## config.mk

```make
export PLATFORM = sky130hd
export DESIGN_NAME = ggc_ram
export DESIGN_NICKNAME = d
export VERILOG_FILES = /design/src/ggc_ram.sv
export SDC_FILE = /design/constraint.sdc
export NUM_CORES = 1
export LEC_CHECK = 0
export BUFFER_PORTS_ARGS = -buffer_cell sky130_fd_sc_hd__buf_4
export CORE_UTILIZATION = 45
export CTS_BUF_LIST = sky130_fd_sc_hd__clkbuf_8
export CTS_CLUSTER_SIZE = 8
export DETAILED_ROUTE_END_ITERATION = 12
export GPL_TIMING_DRIVEN = 0
export PLACE_DENSITY_LB_ADDON = 0.05
export SETUP_SLACK_MARGIN = 0.02
export SYNTH_ARGS = -nofsm -noshare
export SYNTH_HDL_FRONTEND = slang
export SYNTH_SLANG_ARGS = --single-unit
```

## constraint.sdc

```tcl
create_clock -name clk -period 3.16 [get_ports clk]
set_input_delay 0.158 -clock clk [delete_from_list [all_inputs] [get_ports clk]]
set_output_delay 0.158 -clock clk [all_outputs]
set_load 0.1 [all_outputs]
```

## src/ggc_ram.sv

```systemverilog
// Generic single-port-write, single-port-read RAM with a registered read.
module ggc_ram #(
  parameter int unsigned WIDTH = 8,
  parameter int unsigned DEPTH = 16
) (
  input  logic                     clk,
  input  logic                     we,
  input  logic [$clog2(DEPTH)-1:0] waddr,
  input  logic [WIDTH-1:0]         wdata,
  input  logic                     re,
  input  logic [$clog2(DEPTH)-1:0] raddr,
  output logic [WIDTH-1:0]         rdata
);

  logic [WIDTH-1:0] mem [DEPTH];

  // Write port.
  always_ff @(posedge clk) begin
    if (we) begin
      mem[waddr] <= wdata;
    end
  end

  // Read port; the data register holds while no read is issued.
  always_ff @(posedge clk) begin
    if (re) begin
      rdata <= mem[raddr];
    end
  end

endmodule

```

==> results of run 1 <==
-- sequential cells by signal, summed over array words and instances (netlist names) --
register and cells:
mem 128, rdata 8
-- worst register-to-register path, cell delays in order (launching register included) --
cell and delay [ns]:
edfxtp_1 0.36, mux4_1 0.56, a22oi_1 0.25, nand2_1 0.12
-- Yosys cell counts, drive strengths merged --
cell type and count:
nand2b 2, nor2b 1, edfxtp 136, buf 7, nand3b 2, nand3 1, and2 1, nor3 4
mux4 32, a22oi 16, and2b 1, nand2 9, clkdlybuf4s25 3, nor2 13, or3b 1
-- worst min-delay path by stage --
stage          slack [ns]  cells after the start  startpoint    endpoint
2_1_floorplan        0.26                      0    wdata[0]   mem[0][0]
3_3_place_gp         0.46                      1          re    rdata[3]
3_5_place_dp         0.46                      1          re    rdata[2]
4_1_cts              0.05                      1    wdata[2]  mem[11][2]
5_1_grt              0.04                      1    wdata[2]  mem[14][2]
6_report             0.06                      1    wdata[2]  mem[15][2]
-- kinds of logic after synthesis --
logic type | Yosys count | share of synthesized area
compound gates | 16 | 0.0230
buf+inv | 10 | 0.0165
flops | 136 | 0.781
mux | 32 | 0.148
simple gates | 35 | 0.0314
-- final cells by class --
type,instances,area share
Buffer,10,0.0144
Clock buffer,17,0.0389
Clock inverter,15,0.0273
Multi-Input combinational cell,83,0.177
Sequential cell,136,0.680
Tap cell,140,0.0292
Timing Repair Buffer,27,0.0337
-- per-layer routing --
| layer | global-route usage | share of wire |
|---|---|---|
| met5 | 0 | 0 |
| met4 | 0.0514 | 0.0079 |
| met3 | 0.0486 | 0.032 |
| met2 | 0.289 | 0.48 |
| met1 | 0.274 | 0.48 |
-- power by group --
part	switching (W)	internal (W)
clock network	0.000714	0.000716
registers	0.00000916	0.00203
logic	0.000177	0.0000908
-- stage by stage --
| stage | total power, W | instance area, um^2 | utilization | worst slack [ns] |
|---|---|---|---|---|
| after global placement | 0.00235 | 5590 | 0.505 | 0.834 |
| after floorplan | 0.00224 | 5230 | - | 1.51 |
| final | 0.00374 | 6010 | 0.542 | 1.63 |
| after detailed placement | 0.00235 | 5600 | 0.505 | 1.13 |
| after global routing | 0.00385 | 6010 | 0.542 | 1.56 |
| after CTS | 0.00376 | 6000 | 0.542 | 1.58 |
-- repair_timing --
| item | 4_1_cts | 5_1_grt |
|---|---|---|
| hold endpoints to repair | 3 | 0 |
| buffers inserted | 0 | 0 |
| hold buffers | 1 | 0 |
==> qor.txt, run 1 <==
outcome: complete, but fails checks
failing checks: design-rule violations
clock skew: 0.0131 ns
syn nets: 248
TritonCTS buffer count: 17
Detailed Place HPWL: 6480 um
Final Hold Fails: 0
htree depth: 4
CP top delay family: multiplexers
commonest cells after routing, fill and taps aside: edfxtp_1 (136), buf_4 (26), mux4_2 (18)
initial antenna violation count: 0
largest net degree at the start of global routing: 17
synthesized instance count: 229
routed wire length: 10,200 um
final non-filler cell total: 428
multi-input logic area: 1060 um^2
Final GP Congestion: 0.688
top-area cell type share of the netlist area: 0.781
worst-case reg-to-reg path depth: 3
Clock Tree Buf Depth: 2
Leakage: 1.98 nW
Antenna Nets Post-Route: 0
total grt overflow: 0
CTS Root Cell: clkbuf_8
Post-route DRC: 1
stages on the worst setup path: 3
Fin Hold WS: 0.0558 ns
worst-path fanout max: 1
slowest CP cell: mux4_1
Clock Pin Slew Worst Setup and Hold Paths: 0.09 ns
Vias/cell: 5.57
RSZ-0062 raised after global routing: false
Synth area leader: edfxtp_1
Setup crit end: rdata[0]
Die H: 110 um
die area: 12,100 um^2
crit path buf inv count: 0
first-pass GRT wire length: 15,100 um
CP Launch Type: register
DP Cell Count: 395
Sink Count: 136
Hold Path Class: in2reg
Max Cap Viol: 0
Critical Path End Type: register
share of layout cells above drive strength 1: 0.306
Final period util: 0.485
crit path kind: reg2reg
Pre-antenna DRT Iters: 9
Yosys cell types: 18
Critical Path Start: mem[6][0]
Starting Density: 0.472
post-CTS sizing: 0
worst relative slew slack: 0.197
IO Pins: 27
reg-to-reg setup timing slack: 1.63 ns
Layout fillers: 856
P&R area growth vs syn: 14.9%
Synth Cell Area: 5230 um^2
register area: 4080 um^2
Setup violations, final: 0
Worst-Skew Late Latency: 0.43 ns
minimum clock period: 1.53 ns
CP arrival: 1.71 ns
Ys Warns: 0
syn avg cell area: 22.8 um^2
sequence of cells on the critical path: mux4_1, a22oi_1, nand2_1
Slowest Stage Delay on Critical Path: 0.56 ns
fmax: 0.652 GHz
I/O Buffers: 25
Final nets: 294
setup TNS: 0 ns
DR WL/cell: 23.9 um
commonest non-fill, non-tap cell in the layout: edfxtp_1
Chip Width: 110 um
Power Density: 622 nW/um^2
vias in the first global route: 2,460
sequential area share after synthesis: 0.781
number of diodes: 0
row cnt: 38
Pins Over Slew Limit: 0
overall routing resource usage: 0.190
capture point of the worst reg-to-reg path: rdata[0]
Tightest Pin Transition: 1.20 ns
drt initial violations: 129
Synth Register Bits: 136
VDD IR max: 0.331 mV
Vias: 2,382
WP data required: 3.34 ns
main area contributors after synthesis: edfxtp_1 (78%), mux4_2 (7.8%), mux4_1 (7.0%)
core area: 11,100 um^2
CTS tree: yes
worst r2r src: mem[6][0]
Note: power is estimated with default switching activity, not from simulation.
==> run 2: changes to the inputs <==
==> constraint.sdc (replaced) <==
create_clock -name clk -period 1.4 [get_ports clk]
set_input_delay 0.07 -clock clk [delete_from_list [all_inputs] [get_ports clk]]
set_output_delay 0.07 -clock clk [all_outputs]
set_load 0.1 [all_outputs]
==> run 2 against run 1 <==
Compared with the run above:
- the flow finishes with violations (negative setup slack)
- die area stayed put
- sequential power is 130% higher
- fmax is 6.2% higher
- count of clock-buffer cells in the layout stayed put
- worst setup slack got worse by 1.7 ns
- critical endpoint is now rdata[4]
- largest cell class unchanged
==> qor.txt, run 2 (synthesis gave the netlist of run 1 again) <==
CTS Root Cell: clkbuf_8
total power: 0.00871 W
row cnt: 38
first-pass GRT wire length: 15,500 um
initial antenna violation count: 0
Hold Path Class: in2reg
fmax: 0.692 GHz
Largest Register: mem
largest net degree at the start of global routing: 17
DP Area: 5600 um^2
P&R area growth vs syn: 17.4%
commonest non-fill, non-tap cell in the layout: edfxtp_1
CTS tree: yes
top flop regs: mem x128, rdata x8
pre-CTS setup slack: -0.504 ns
setup TNS: -0.0626 ns
worst relative slew slack: 0.171
Vias: 2,467
setup ws final: -0.0442 ns
Final nets: 301
Antenna Nets Post-Route: 0
Clock Pin Slew Worst Setup and Hold Paths: 0.07 ns
hold depth: 2
Starting Density: 0.472
Clock Tree Buf Depth: 2
die area: 12,100 um^2
Vias/cell: 5.68
drt initial violations: 151
commonest cells after routing, fill and taps aside: edfxtp_1 (136), mux4_2 (32), buf_4 (26)
DP Cell Count: 394
Max Cap Viol: 0
htree depth: 4
Final Hold Fails: 0
routed wire length: 10,500 um
CP arrival: 1.61 ns
CP Launch Type: register
Sink Count: 136
vias in the first global route: 2,534
minimum clock period: 1.44 ns
Pins Over Slew Limit: 0
Final period util: 1.03
Tightest Pin Transition: 1.23 ns
Post-CTS Setup Bufs: 0
outcome: complete, but fails checks
TritonCTS buffer count: 17
core area: 11,100 um^2
IO Pins: 27
Detailed Place HPWL: 6540 um
I/O Buffers: 25
overall routing resource usage: 0.194
Setup violations, final: 3
reg-to-reg setup timing slack: -0.04 ns
Largest register FFs: 128
Pre-antenna DRT Iters: 4
Final GP Congestion: 0.698
Worst-Skew Late Latency: 0.42 ns
worst-case reg-to-reg path depth: 3
Die H: 110 um
final non-filler cell total: 434
crit path kind: reg2reg
failing checks: negative setup slack
VDD IR max: 0.652 mV
worst-path fanout max: 1
Chip Width: 110 um
total grt overflow: 0
clock skew: 0.00809 ns
final instance area: 6140 um^2
number of diodes: 0
DR WL/cell: 24.2 um
Post-route DRC: 0
share of layout cells above drive strength 1: 0.381
Critical Path End Type: register
Leakage: 1.99 nW
Power Density: 1420 nW/um^2
RSZ-0062 raised after global routing: true
WP data required: 1.57 ns
## run 2: cell count changes in the layout (fill, tap and decap cells not counted), sizes merged
cell         change
inv              -3
clkinv           +1
clkinvlp         -2
bufinv           +3
dlygate4sd3      +8
buf              -1
## run 2: layout make-up
type / instances / area (um^2)
fillers: 859 / 4940
flip-flops and latches: 136 / 4080
multi-input cells: 83 / 1090
repair buffers: 34 / 278
clock buffers: 17 / 234
clock inverters: 14 / 190
well taps: 140 / 175
plain buffers: 10 / 86.3
## run 2: final timing paths
path	startpoint	to
min	waddr[0]	mem[4][5]
max	mem[3][4]	rdata[4]
max reg2reg	mem[3][4]	rdata[4]
min reg2reg	mem[11][1]	rdata[1]
## run 2: where the power goes
part | internal (W) | total, W | switching (W)
Clock | 0.00207 | 0.00344 | 0.00137
Sequential | 0.00458 | 0.00461 | 0.0000251
Combinational | 0.000237 | 0.000662 | 0.000425
Total | 0.00689 | 0.00871 | 0.00182
## run 2: layer usage
metal	global-route usage	share of wire	routed length, um	vias up
met3	0.0498	0.058	606	10
met2	0.281	0.47	4880	89
met1	0.290	0.47	4890	1299
met4	0.0629	0.010	109	0
li1	-	-	-	1069
met5	0	0	0	-
## run 2: per-stage QoR
stage               utilization  hold slack (ns)
floorplan                     -            0.169
global placement          0.505            0.369
detailed placement        0.505            0.371
CTS                       0.553           0.0808
global route              0.554           0.0836
finish                    0.554            0.106
## run 2: timing repair
item                                    CTS  global route
pin swaps                                13             6
resized for setup                        23             7
endpoints found under the hold margin   136             0
hold buffers                              9             0
endpoints found under the setup margin   24             8
cloned                                    0             0
## run 2: critical path: stages, from the launching register on
cell and delay (ns):
edfxtp_1 0.38, mux4_2 0.49, a22oi_2 0.22, nand2_1 0.10
==> run 3: changes to the inputs <==
==> constraint.sdc (replaced) <==
create_clock -name clk -period 1.7 [get_ports clk]
set_input_delay 0.085 -clock clk [delete_from_list [all_inputs] [get_ports clk]]
set_output_delay 0.085 -clock clk [all_outputs]
set_load 0.1 [all_outputs]
==> run 3 against run 2 <==
Compared with the run above:
- the run now ends clean
- worst setup slack improved by 0.21 ns
- sequential share of layout area rose by 0.53 points
- utilization fell by 0.44 points
- flip-flop and latch count did not move
- largest power group unchanged
==> qor.txt, run 3 (synthesis gave the netlist of run 1 again) <==
outcome: complete, no violations
top flop regs: mem x128, rdata x8
overall routing resource usage: 0.191
I/O Buffers: 25
Leakage: 2.02 nW
final instance area: 6090 um^2
reg-to-reg setup timing slack: 0.16 ns
fin util: 0.550
worst r2r src: mem[6][0]
total grt overflow: 0
Setup violations, final: 0
post-CTS sizing: 0
Clock Pin Slew Worst Setup and Hold Paths: 0.08 ns
Antenna Nets Post-Route: 0
Pre-antenna DRT Iters: 4
minimum clock period: 1.54 ns
fmax: 0.650 GHz
WP data required: 1.87 ns
commonest cells after routing, fill and taps aside: edfxtp_1 (136), buf_4 (26), mux4_2 (18)
Tightest Pin Transition: 1.20 ns
Max Cap Viol: 0
Hold Path Class: in2reg
Post-route DRC: 0
clock skew: 0.0103 ns
worst-case reg-to-reg path depth: 3
commonest non-fill, non-tap cell in the layout: edfxtp_1
Critical Path End Type: register
initial antenna violation count: 0
CP Launch Type: register
CTS tree: yes
Largest register FFs: 128
Sink Count: 136
VDD IR max: 0.613 mV
Vias: 2,401
IO Pins: 27
worst relative slew slack: 0.196
row cnt: 38
Die H: 110 um
vias in the first global route: 2,489
DR WL/cell: 23.4 um
number of diodes: 0
TritonCTS buffer count: 17
Chip Width: 110 um
P&R area growth vs syn: 16.5%
largest net degree at the start of global routing: 17
htree depth: 4
Layout fillers: 851
capture point of the worst reg-to-reg path: rdata[0]
Power Density: 1140 nW/um^2
Starting Density: 0.472
Pins Over Slew Limit: 0
Setup crit end: rdata[0]
total power: 0.00695 W
crit path kind: reg2reg
Final Hold Fails: 0
CP arrival: 1.71 ns
Clock Tree Buf Depth: 2
Detailed Place HPWL: 6480 um
DP Area: 5600 um^2
Final nets: 302
routed wire length: 10,200 um
Fin Hold WS: 0.0910 ns
RSZ-0062 raised after global routing: false
CTS Root Cell: clkbuf_8
Worst-Skew Late Latency: 0.42 ns
share of layout cells above drive strength 1: 0.297
core area: 11,100 um^2
Final GP Congestion: 0.688
Final period util: 0.905
drt initial violations: 140
Critical Path Start: mem[6][0]
Vias/cell: 5.51
first-pass GRT wire length: 15,200 um
worst-path fanout max: 1
die area: 12,100 um^2
Largest Register: mem
-- run 3: cell types whose count changed in the layout (fill, tap and decap cells not counted), sizes merged --
cell,before,now
clkinv,6,5
bufinv,5,2
buf,32,33
inv,3,6
clkinvlp,0,2
-- run 3: repair_timing --
action,CTS,global route
hold buffers,9,0
endpoints found under the setup margin,0,0
endpoints found under the hold margin,123,0
setup buffers,0,0
-- run 3: worst max-delay path, stage by stage, from the launching register on --
cell and delay [ns]:
edfxtp_1 0.36, mux4_1 0.56, a22oi_1 0.25, nand2_1 0.12
-- run 3: how the worst min path moves through the flow --
stage	from	endpoint	slack, ns	cells after the start
after global routing	waddr[0]	mem[0][0]	0.06	2
after CTS	waddr[0]	mem[0][0]	0.06	2
after detailed placement	re	rdata[2]	0.38	1
final	waddr[1]	mem[0][0]	0.09	2
after global placement	re	rdata[3]	0.38	1
after floorplan	wdata[0]	mem[0][0]	0.18	0
-- run 3: final cells by class --
type | count | area [um^2] | area share
Tap cell | 140 | 175 | 0.0288
Sequential cell | 136 | 4080 | 0.671
Clock inverter | 15 | 164 | 0.0269
Buffer | 10 | 86.3 | 0.0142
Clock buffer | 17 | 234 | 0.0384
Timing Repair Buffer | 35 | 283 | 0.0464
Multi-Input combinational cell | 83 | 1060 | 0.174
-- run 3: where the power goes --
group	switching [W]	leakage, nW	internal, W
Clock	0.00131	0.198	0.00133
Sequential	0.0000169	1.24	0.00377
Combinational	0.000329	0.583	0.000181
Total	0.00166	2.02	0.00529
-- run 3: metrics by stage --
step	setup WS, ns	instances	TNS (ns)
detailed placement	-0.260	395	-4.92
floorplan	0.122	229	0
global placement	-0.553	394	-9.25
CTS	0.144	436	0
global route	0.102	436	0
finish	0.161	436	0
-- run 3: layer usage --
metal	up-vias	global-route usage	share of wire
li1	1091	-	-
met1	1248	0.274	0.45
met2	60	0.293	0.49
met3	2	0.0486	0.055
met4	0	0.0514	0.0030
met5	-	0	0
